--- src/hdl/six_register_instruction_executor_unit_assert.svh ---
// Assertion macros used by the executor's top-level RTL file.
`ifndef SIX_REGISTER_INSTRUCTION_EXECUTOR_UNIT_ASSERT_SVH
`define SIX_REGISTER_INSTRUCTION_EXECUTOR_UNIT_ASSERT_SVH

// The consequent must hold in the same cycle as the antecedent.
`define SRIE_ASSERT_IMPL(label, clk, rst_n, ante, cons) \
	label: assert property (@(posedge clk) disable iff (!rst_n) (ante) |-> (cons)) \
		else $error("six_register_instruction_executor_unit: assertion failed");

// The consequent must hold in the cycle after the antecedent.
`define SRIE_ASSERT_NEXT(label, clk, rst_n, ante, cons) \
	label: assert property (@(posedge clk) disable iff (!rst_n) (ante) |=> (cons)) \
		else $error("six_register_instruction_executor_unit: assertion failed");

`endif

--- src/hdl/srie_pkg.sv ---
// Package with the types and constants of the six register instruction executor.
package srie_pkg;

	localparam int NUM_REGS_DEF    = 6;
	localparam int QUEUE_DEPTH_DEF = 2;
	localparam int DATA_W          = 32;
	localparam int IP_W            = 3;
	localparam int PLEN_W          = 16;
	localparam int DEST_W          = 3;
	localparam int OPCODE_W        = 4;
	localparam int CFG_INDEX_W     = 1;
	localparam int CFG_DATA_W      = 16;

	typedef enum logic [OPCODE_W-1:0] {
		OP_ADDR, OP_ADDI, OP_MULR, OP_MULI,
		OP_BANR, OP_BANI, OP_BORR, OP_BORI,
		OP_SETR, OP_SETI, OP_GTIR, OP_GTRI,
		OP_GTRR, OP_EQIR, OP_EQRI, OP_EQRR
	} opcode_t;

	typedef enum logic [CFG_INDEX_W-1:0] {
		CFG_IP_REGISTER    = 1'b0,
		CFG_PROGRAM_LENGTH = 1'b1
	} cfg_index_t;

	typedef enum logic [2:0] {
		ALU_ADD, ALU_MUL, ALU_AND, ALU_OR, ALU_SET, ALU_GT, ALU_EQ
	} alu_t;

	typedef struct packed {
		alu_t              alu;
		logic              a_reg;
		logic              b_reg;
		logic              a_bad;
		logic              b_bad;
		logic              dest_bad;
		logic [DEST_W-1:0] dest;
		logic [DATA_W-1:0] a;
		logic [DATA_W-1:0] b;
	} entry_t;

	typedef struct packed {
		logic [IP_W-1:0]   ip_register;
		logic [PLEN_W-1:0] program_length;
	} cfg_t;

endpackage

--- src/hdl/srie_front.sv ---
// Front end: accepts instructions and classifies opcode and operand indexes.
module srie_front #(
	parameter int NUM_REGS = srie_pkg::NUM_REGS_DEF
) (
	input  logic                                in_valid,
	output logic                                in_stall,
	input  logic [srie_pkg::OPCODE_W-1:0]       opcode,
	input  logic signed [srie_pkg::DATA_W-1:0]  operand_a,
	input  logic signed [srie_pkg::DATA_W-1:0]  operand_b,
	input  logic [srie_pkg::DEST_W-1:0]         dest_index,
	output logic                                push_valid,
	input  logic                                push_stall,
	output srie_pkg::entry_t                    push_data
);

	localparam logic [srie_pkg::DATA_W-1:0] NUM_REGS_U = srie_pkg::DATA_W'(NUM_REGS);

	srie_pkg::alu_t    alu;
	logic              a_reg;
	logic              b_reg;
	srie_pkg::opcode_t op;

	assign op         = srie_pkg::opcode_t'(opcode);
	assign push_valid = in_valid;
	assign in_stall   = push_stall;

	always_comb begin
		alu   = srie_pkg::ALU_ADD;
		a_reg = 1'b1;
		b_reg = 1'b0;
		unique case (op)
			srie_pkg::OP_ADDR: begin
				alu   = srie_pkg::ALU_ADD;
				b_reg = 1'b1;
			end
			srie_pkg::OP_ADDI: alu = srie_pkg::ALU_ADD;
			srie_pkg::OP_MULR: begin
				alu   = srie_pkg::ALU_MUL;
				b_reg = 1'b1;
			end
			srie_pkg::OP_MULI: alu = srie_pkg::ALU_MUL;
			srie_pkg::OP_BANR: begin
				alu   = srie_pkg::ALU_AND;
				b_reg = 1'b1;
			end
			srie_pkg::OP_BANI: alu = srie_pkg::ALU_AND;
			srie_pkg::OP_BORR: begin
				alu   = srie_pkg::ALU_OR;
				b_reg = 1'b1;
			end
			srie_pkg::OP_BORI: alu = srie_pkg::ALU_OR;
			srie_pkg::OP_SETR: alu = srie_pkg::ALU_SET;
			srie_pkg::OP_SETI: begin
				alu   = srie_pkg::ALU_SET;
				a_reg = 1'b0;
			end
			srie_pkg::OP_GTIR: begin
				alu   = srie_pkg::ALU_GT;
				a_reg = 1'b0;
				b_reg = 1'b1;
			end
			srie_pkg::OP_GTRI: alu = srie_pkg::ALU_GT;
			srie_pkg::OP_GTRR: begin
				alu   = srie_pkg::ALU_GT;
				b_reg = 1'b1;
			end
			srie_pkg::OP_EQIR: begin
				alu   = srie_pkg::ALU_EQ;
				a_reg = 1'b0;
				b_reg = 1'b1;
			end
			srie_pkg::OP_EQRI: alu = srie_pkg::ALU_EQ;
			srie_pkg::OP_EQRR: begin
				alu   = srie_pkg::ALU_EQ;
				b_reg = 1'b1;
			end
		endcase
	end

	always_comb begin
		push_data.alu      = alu;
		push_data.a_reg    = a_reg;
		push_data.b_reg    = b_reg;
		push_data.a_bad    = a_reg && ($unsigned(operand_a) >= NUM_REGS_U);
		push_data.b_bad    = b_reg && ($unsigned(operand_b) >= NUM_REGS_U);
		push_data.dest_bad = {{(srie_pkg::DATA_W - srie_pkg::DEST_W){1'b0}}, dest_index}
			>= NUM_REGS_U;
		push_data.dest     = dest_index;
		push_data.a        = operand_a;
		push_data.b        = operand_b;
	end

endmodule

--- src/hdl/srie_queue.sv ---
// Short queue of classified instructions between the front and back ends.
module srie_queue #(
	parameter int DEPTH = srie_pkg::QUEUE_DEPTH_DEF
) (
	input  logic             clk,
	input  logic             arst_n,
	input  logic             push_valid,
	output logic             push_stall,
	input  srie_pkg::entry_t push_data,
	output logic             pop_valid,
	input  logic             pop_stall,
	output srie_pkg::entry_t pop_data
);

	localparam int PTR_W = (DEPTH > 1) ? $clog2(DEPTH) : 1;
	localparam int CNT_W = $clog2(DEPTH + 1);
	localparam logic [PTR_W-1:0] LAST = PTR_W'(DEPTH - 1);
	localparam logic [CNT_W-1:0] FULL = CNT_W'(DEPTH);

	srie_pkg::entry_t mem_q [DEPTH];
	logic [PTR_W-1:0] wr_ptr_q;
	logic [PTR_W-1:0] rd_ptr_q;
	logic [CNT_W-1:0] count_q;
	logic             push;
	logic             pop;

	assign push_stall = (count_q == FULL);
	assign pop_valid  = (count_q != '0);
	assign push       = push_valid && !push_stall;
	assign pop        = pop_valid && !pop_stall;
	assign pop_data   = mem_q[rd_ptr_q];

	always_ff @(posedge clk) begin
		if (push) begin
			mem_q[wr_ptr_q] <= push_data;
		end
	end

	always_ff @(posedge clk or negedge arst_n) begin
		if (!arst_n) begin
			wr_ptr_q <= '0;
			rd_ptr_q <= '0;
			count_q  <= '0;
		end else begin
			if (push) begin
				wr_ptr_q <= (wr_ptr_q == LAST) ? '0 : wr_ptr_q + PTR_W'(1);
			end
			if (pop) begin
				rd_ptr_q <= (rd_ptr_q == LAST) ? '0 : rd_ptr_q + PTR_W'(1);
			end
			if (push && !pop) begin
				count_q <= count_q + CNT_W'(1);
			end else if (pop && !push) begin
				count_q <= count_q - CNT_W'(1);
			end
		end
	end

endmodule

--- src/hdl/srie_back.sv ---
// Back end: operand read stage, execute stage, register file and output register.
module srie_back #(
	parameter int NUM_REGS = srie_pkg::NUM_REGS_DEF
) (
	input  logic                               clk,
	input  logic                               arst_n,
	input  srie_pkg::cfg_t                     cfg,
	input  logic                               pop_valid,
	output logic                               pop_stall,
	input  srie_pkg::entry_t                   pop_data,
	output logic                               out_valid,
	input  logic                               out_stall,
	output logic signed [srie_pkg::DATA_W-1:0] next_pc,
	output logic signed [srie_pkg::DATA_W-1:0] reg_zero,
	output logic                               halted,
	output logic                               bad_index
);

	localparam int IDX_W = (NUM_REGS > 1) ? $clog2(NUM_REGS) : 1;
	localparam int DW    = srie_pkg::DATA_W;
	localparam logic [DW-1:0] NUM_REGS_U = DW'(NUM_REGS);

	logic [DW-1:0]    regs_q [NUM_REGS];
	logic [DW-1:0]    regs_nx [NUM_REGS];

	logic             valid_s1;
	srie_pkg::alu_t   alu_s1;
	logic [DW-1:0]    va_s1;
	logic [DW-1:0]    vb_s1;
	logic [IDX_W-1:0] dest_s1;
	logic             dest_ok_s1;
	logic             bad_s1;

	logic             out_valid_q;
	logic [DW-1:0]    pc_q;
	logic [DW-1:0]    reg0_q;
	logic             bad_q;
	logic             unbound_q;

	logic             out_ready;
	logic             x_fire;
	logic             s1_load;
	logic             ip_bound;
	logic [IDX_W-1:0] ip_idx;
	logic [IDX_W-1:0] a_idx;
	logic [IDX_W-1:0] b_idx;
	logic [DW-1:0]    va_rd;
	logic [DW-1:0]    vb_rd;
	logic [DW-1:0]    vip;
	logic [DW-1:0]    res;
	logic [DW-1:0]    pc_new;

	assign ip_bound  = {{(DW - srie_pkg::IP_W){1'b0}}, cfg.ip_register} < NUM_REGS_U;
	assign ip_idx    = IDX_W'(cfg.ip_register);
	assign out_ready = !out_valid_q || !out_stall;
	assign x_fire    = valid_s1 && out_ready;
	assign s1_load   = pop_valid && (!valid_s1 || x_fire);
	assign pop_stall = valid_s1 && !x_fire;

	// Execute stage.
	always_comb begin
		unique case (alu_s1)
			srie_pkg::ALU_ADD: res = va_s1 + vb_s1;
			srie_pkg::ALU_MUL: res = va_s1 * vb_s1;
			srie_pkg::ALU_AND: res = va_s1 & vb_s1;
			srie_pkg::ALU_OR:  res = va_s1 | vb_s1;
			srie_pkg::ALU_SET: res = va_s1;
			srie_pkg::ALU_GT:  res = DW'($signed(va_s1) > $signed(vb_s1));
			srie_pkg::ALU_EQ:  res = DW'(va_s1 == vb_s1);
			default:           res = '0;
		endcase
	end

	assign vip    = ip_bound ? regs_q[ip_idx] : '0;
	assign pc_new = ((dest_ok_s1 && (dest_s1 == ip_idx)) ? res : vip) + DW'(1);

	// Register file contents after the instruction in the execute stage retires.
	always_comb begin
		for (int i = 0; i < NUM_REGS; i++) begin
			regs_nx[i] = regs_q[i];
			if (x_fire) begin
				if (ip_bound && (ip_idx == IDX_W'(i))) begin
					regs_nx[i] = pc_new;
				end else if (dest_ok_s1 && (dest_s1 == IDX_W'(i))) begin
					regs_nx[i] = res;
				end
			end
		end
	end

	// Operand read, forwarded from the retiring instruction.
	assign a_idx = pop_data.a[IDX_W-1:0];
	assign b_idx = pop_data.b[IDX_W-1:0];
	assign va_rd = !pop_data.a_reg ? pop_data.a : (pop_data.a_bad ? '0 : regs_nx[a_idx]);
	assign vb_rd = !pop_data.b_reg ? pop_data.b : (pop_data.b_bad ? '0 : regs_nx[b_idx]);

	always_ff @(posedge clk or negedge arst_n) begin
		if (!arst_n) begin
			for (int i = 0; i < NUM_REGS; i++) begin
				regs_q[i] <= '0;
			end
			valid_s1    <= 1'b0;
			out_valid_q <= 1'b0;
		end else begin
			for (int i = 0; i < NUM_REGS; i++) begin
				regs_q[i] <= regs_nx[i];
			end
			if (s1_load) begin
				valid_s1 <= 1'b1;
			end else if (x_fire) begin
				valid_s1 <= 1'b0;
			end
			out_valid_q <= x_fire || (out_valid_q && out_stall);
		end
	end

	always_ff @(posedge clk) begin
		if (s1_load) begin
			alu_s1     <= pop_data.alu;
			va_s1      <= va_rd;
			vb_s1      <= vb_rd;
			dest_s1    <= IDX_W'(pop_data.dest);
			dest_ok_s1 <= !pop_data.dest_bad;
			bad_s1     <= pop_data.a_bad || pop_data.b_bad || pop_data.dest_bad;
		end
		if (x_fire) begin
			pc_q      <= ip_bound ? pc_new : '0;
			reg0_q    <= regs_nx[0];
			bad_q     <= bad_s1;
			unbound_q <= !ip_bound;
		end
	end

	assign out_valid = out_valid_q;
	assign next_pc   = pc_q;
	assign reg_zero  = reg0_q;
	assign bad_index = bad_q;
	assign halted    = unbound_q || pc_q[DW-1]
		|| (pc_q >= {{(DW - srie_pkg::PLEN_W){1'b0}}, cfg.program_length});

endmodule

--- src/hdl/six_register_instruction_executor_unit.sv ---
// Top level of the six register instruction executor.
//
// Instructions enter on the input channel (opcode, operand_a, operand_b,
// dest_index) and each one produces exactly one result on the output channel
// (next_pc, reg_zero, halted, bad_index), in order. Both channels transfer on
// a clock edge with valid high and stall low.
// Each instruction is registered in the queue and then the read stage, and its
// result in the output register; one executes per cycle while out_stall is low.
// The rate is set by the execute stage, which reads and writes the register
// file in the same cycle; operands are forwarded from it to the read stage.
// When the output is stalled, up to four instructions are held inside (two in
// the queue, one in the read stage, one in the output register) before the
// input stalls. The halted flag reports only; execution continues regardless.
// Configuration is written through cfg_write, cfg_index and cfg_data; the user
// must do so only while no instruction is in flight, as the block does not
// enforce it. Reset clears the register file, binds register 1 to the program
// counter, sets the program length to zero and empties the pipeline.
`include "six_register_instruction_executor_unit_assert.svh"

module six_register_instruction_executor_unit #(
	parameter int NUM_REGS    = srie_pkg::NUM_REGS_DEF,
	parameter int QUEUE_DEPTH = srie_pkg::QUEUE_DEPTH_DEF
) (
	input  logic                                 clk,
	input  logic                                 arst_n,
	input  logic                                 cfg_write,
	input  logic [srie_pkg::CFG_INDEX_W-1:0]     cfg_index,
	input  logic [srie_pkg::CFG_DATA_W-1:0]      cfg_data,
	input  logic                                 in_valid,
	output logic                                 in_stall,
	input  logic [srie_pkg::OPCODE_W-1:0]        opcode,
	input  logic signed [srie_pkg::DATA_W-1:0]   operand_a,
	input  logic signed [srie_pkg::DATA_W-1:0]   operand_b,
	input  logic [srie_pkg::DEST_W-1:0]          dest_index,
	output logic                                 out_valid,
	input  logic                                 out_stall,
	output logic signed [srie_pkg::DATA_W-1:0]   next_pc,
	output logic signed [srie_pkg::DATA_W-1:0]   reg_zero,
	output logic                                 halted,
	output logic                                 bad_index
);

	localparam logic [srie_pkg::DATA_W-1:0] NUM_REGS_U = srie_pkg::DATA_W'(NUM_REGS);

	logic [srie_pkg::IP_W-1:0]   ip_register_q;
	logic [srie_pkg::PLEN_W-1:0] program_length_q;
	srie_pkg::cfg_t              cfg;
	logic                        ip_bound;

	logic                        q_push_valid;
	logic                        q_push_stall;
	srie_pkg::entry_t            q_push_data;
	logic                        q_pop_valid;
	logic                        q_pop_stall;
	srie_pkg::entry_t            q_pop_data;

	always_ff @(posedge clk or negedge arst_n) begin
		if (!arst_n) begin
			ip_register_q    <= srie_pkg::IP_W'(1);
			program_length_q <= '0;
		end else if (cfg_write) begin
			case (srie_pkg::cfg_index_t'(cfg_index))
				srie_pkg::CFG_IP_REGISTER:    ip_register_q    <= cfg_data[srie_pkg::IP_W-1:0];
				srie_pkg::CFG_PROGRAM_LENGTH: program_length_q <= cfg_data;
				default: ;
			endcase
		end
	end

	assign cfg.ip_register    = ip_register_q;
	assign cfg.program_length = program_length_q;
	assign ip_bound = {{(srie_pkg::DATA_W - srie_pkg::IP_W){1'b0}}, ip_register_q} < NUM_REGS_U;

	srie_front #(
		.NUM_REGS(NUM_REGS)
	) u_front (
		.in_valid   (in_valid),
		.in_stall   (in_stall),
		.opcode     (opcode),
		.operand_a  (operand_a),
		.operand_b  (operand_b),
		.dest_index (dest_index),
		.push_valid (q_push_valid),
		.push_stall (q_push_stall),
		.push_data  (q_push_data)
	);

	srie_queue #(
		.DEPTH(QUEUE_DEPTH)
	) u_queue (
		.clk        (clk),
		.arst_n     (arst_n),
		.push_valid (q_push_valid),
		.push_stall (q_push_stall),
		.push_data  (q_push_data),
		.pop_valid  (q_pop_valid),
		.pop_stall  (q_pop_stall),
		.pop_data   (q_pop_data)
	);

	srie_back #(
		.NUM_REGS(NUM_REGS)
	) u_back (
		.clk       (clk),
		.arst_n    (arst_n),
		.cfg       (cfg),
		.pop_valid (q_pop_valid),
		.pop_stall (q_pop_stall),
		.pop_data  (q_pop_data),
		.out_valid (out_valid),
		.out_stall (out_stall),
		.next_pc   (next_pc),
		.reg_zero  (reg_zero),
		.halted    (halted),
		.bad_index (bad_index)
	);

	`SRIE_ASSERT_IMPL(a_full_not_empty, clk, arst_n, in_stall, q_pop_valid)
	`SRIE_ASSERT_NEXT(a_push_lands, clk, arst_n, in_valid && !in_stall && !q_pop_valid, q_pop_valid)
	`SRIE_ASSERT_IMPL(a_unbound_halts, clk, arst_n, out_valid && !ip_bound, halted && (next_pc == '0))

endmodule
--- config.mk ---
export PLATFORM = sky130hd
export DESIGN_NAME = six_register_instruction_executor_unit
export DESIGN_NICKNAME = d
export VERILOG_FILES = /design/src/hdl/srie_pkg.sv /design/src/hdl/srie_front.sv /design/src/hdl/srie_queue.sv /design/src/hdl/srie_back.sv /design/src/hdl/six_register_instruction_executor_unit.sv
export VERILOG_INCLUDE_DIRS = /design/src /design/src/hdl
export SDC_FILE = /design/constraint.sdc
export NUM_CORES = 2
export LEC_CHECK = 0
export ABC_CLOCK_PERIOD_IN_PS = 17220
export BUFFER_PORTS_ARGS = -buffer_cell sky130_fd_sc_hd__buf_2
export CORE_UTILIZATION = 52
export CTS_CLUSTER_SIZE = 16
export DETAILED_ROUTE_END_ITERATION = 6
export PLACE_DENSITY = 0.69
export SYNTH_ARGS = -nofsm -noshare
export SYNTH_HDL_FRONTEND = slang
export SYNTH_SLANG_ARGS = --single-unit
--- constraint.sdc ---
create_clock -name clk -period 17.22 [get_ports clk]
set_input_delay 1.722 -clock clk [delete_from_list [all_inputs] [get_ports clk]]
set_output_delay 1.722 -clock clk [all_outputs]
set_load 0.01 [all_outputs]
==> summary.txt <==
Status = finished with violations
Failing checks = DRC, capacitance limit, slew limit
Vias in the first global route = 40774
Total CTS buffers = 49
Ys flop type = edfxtp_1
Final core utilization = 57.4%
Clock skew = 0.0380 ns
Syn_nets = 5630
H-Tree Depth = 2
Worst Path Required = 17.55 ns
Most frequent cells in the layout = nor2_1, inv_1, nand2_1, fa_1, edfxtp_1
Top Usage Layer GRT = met2
ANT nets after route = 0
Core area = 87400 µm²
Via count of the routed design = 42115
Hold Vio Cnt, Final = 0
Starting density of the core = 52.9%
Final net count = 5679
CP Launch Type = register
CP max stage cell = nor4b_1
Max-slew headroom = -14.0%
Async SR Flop Fraction = 43.0%
Root Buffer = clkbuf_16
Clock-pin slew on the worst setup and hold paths = 0.07 ns
Critical hold path startpoint = u_back.bad_s1
Resized cells post-CTS = 0
# Max-Cap Violations = 2
Postcts setup bufs = 0
FF-to-FF path depth = 29
Max Slew Vio Count = 9
Die W = 300 µm
Cts hold-fix bufs = 0
GRT Util Overall = 45.6%
Flops & latches, synth = 505
Layout cell share with drive strength beyond 1 = 11.0%
Later-pin clock latency in the skew report = 0.64 ns
EDFF count, synth = 288
Cell family with most CP delay = adder cells
CP most frequent cell = fa_1
Clock Path Buffers = 3
GPL Wtd Cong = 1.07
Initial antenna violation count = 16
Max Clock Freq = 84.7 MHz
Post-DP HPWL = 150000 µm
DRC viols = 4
Die height = 300 µm
Largest net degree at the start of global routing = 115
Worst Path Buf+Inv = 5
Met3 usage = 13.8%
Reg2Reg Setup Slack = 5.42 ns
DR iter-0 viols = 6844
Crit end category = register
RR Startpoint = u_back.vb_s1[7]
Vias per cell = 6.85
Crit Path Class = reg2reg
Total wire length = 206000 µm
DR pass1 iterations = 7
Mapped Area = 46200 µm²
TritonCTS clock tree = done
Hold crit path type = reg2reg
Worst-margin pin slew = 1.69 ns
GR Layer Usage met2 = 67.0%
Worst Setup SP = u_back.vb_s1[7]
Commonest non-fill, non-tap cell in the layout = nor2_1
Fillcell total = 7807
Synth cell types = 105
RSZ-0062 raised after global routing = no
TNS Setup = 0 ns
WHS Path Cells = 0
Syn Inst Count = 4891
Min Tclk post-route = 11.80 ns
Port buffer count = 160
Area Growth Syn to Fin = 8.52%
Row cnt = 108
IO Pins = 161
Crit-path max FO = 20
Total gr overflow = 0
Yosys warning count = 0
CP arrival = 12.14 ns
Clock Sinks = 505
GR Layer Usage met1 = 55.1%
Final setup fails = 0
Slowest stage delay, CP = 1.22 ns
Crit. path cell count = 29
Die area = 90100 µm²
Avg Cell Area, Syn = 9.45 µm²
Register area share after synthesis = 30.5%
First-pass GRT wire length = 292000 µm
Post-DR wirelength/cell = 33.5 µm
Final Cycle Share = 68.5%
[metal layers]
layer / vias up / part of all wire, %
met5: - / 0.036
met4: 10 / 11
met3: 960 / 13
met2: 3494 / 42
met1: 20539 / 34
li1: 17112 / -
[synthesized netlist by cell type (31+ instances only)]
master    count  area, µm²
a211oi_1     42        315
a21oi_1     214       1070
a221oi_1     34        298
a22oi_1      85        638
buf_1        31        116
clkbuf_1    227        852
dfrtp_1     216       5410
edfxtp_1    288       8650
fa_1        409       8190
ha_1        237       2970
inv_1       554       2080
mux2_2       52        586
mux2i_1     144       1440
mux4_2       39        878
nand2_1     507       1900
nand3_1      52        260
nor2_1      601       2260
nor2b_1      31        194
nor3_1       49        245
nor4_1       38        238
o211ai_1     51        383
o21ai_0     163        816
o221ai_1     48        420
o22ai_1     122        763
xnor2_1      82        718
xor2_1       31        272
[flip-flops by register name, summed over array words and instances, names as in the netlist, 2 cells and up]
signal and cells:
program_length_q 16, u_back.regs_q 192, u_queue.mem_q 150, u_queue.count_q 2
u_back.alu_s1 3, u_back.next_pc 32, u_back.reg_zero 32, u_back.va_s1 32
u_back.dest_s1 3, u_back.vb_s1 32, ip_register_q 3
[cell families (layout without fill, tap and decap cells)]
family / after synthesis / after routing / share of synthesized area [%]
AND/OR/NAND/NOR: 1462 / 1462 / 13.9
AO/OA/AOI/OAI: 1069 / 1069 / 16.0
buffers and inverters: 860 / 950 / 7.09
adder cells (fa/ha/maj): 646 / 646 / 24.1
flip-flops: 505 / 505 / 30.5
multiplexers: 235 / 235 / 6.29
XOR/XNOR: 114 / 114 / 2.18
other: 0 / 9 / 0
[final cells by class]
class	instances	area, µm²	share of cell area (%)
Multi-Input combinational cell	3526	29000	57.8
Antenna cell	9	22.5	0.0449
Tap cell	1155	1450	2.88
Clock inverter	34	419	0.836
Clock buffer	58	1280	2.55
Sequential cell	505	14100	28.1
Inverter	576	2160	4.32
Timing Repair Buffer	282	1740	3.47
[metrics by stage]
stage               hold WS (ns)  cell area [µm²]  worst slack (ns)  std cells
CTS                        0.457            50100              5.80       6136
floorplan                  0.400            46200              7.98       4891
global placement           0.420            48400              6.06       6044
detailed placement         0.406            48400              5.78       6044
finish                     0.466            50200              5.42       6145
global route               0.464            50100              5.19       6138
[worst paths after layout]
check | endpoint
worst min register to register | u_back.bad_index
worst min-delay path | u_back.bad_index
worst max-delay path | u_back.vb_s1[31]
min in group asynchronous | program_length_q[11]
max in group asynchronous | u_queue.rd_ptr_q
worst max register to register | u_back.vb_s1[31]
Power is left out: the tool's default activity adds up to more than one toggle a clock period on the data nets, which glitch-free logic cannot reach.
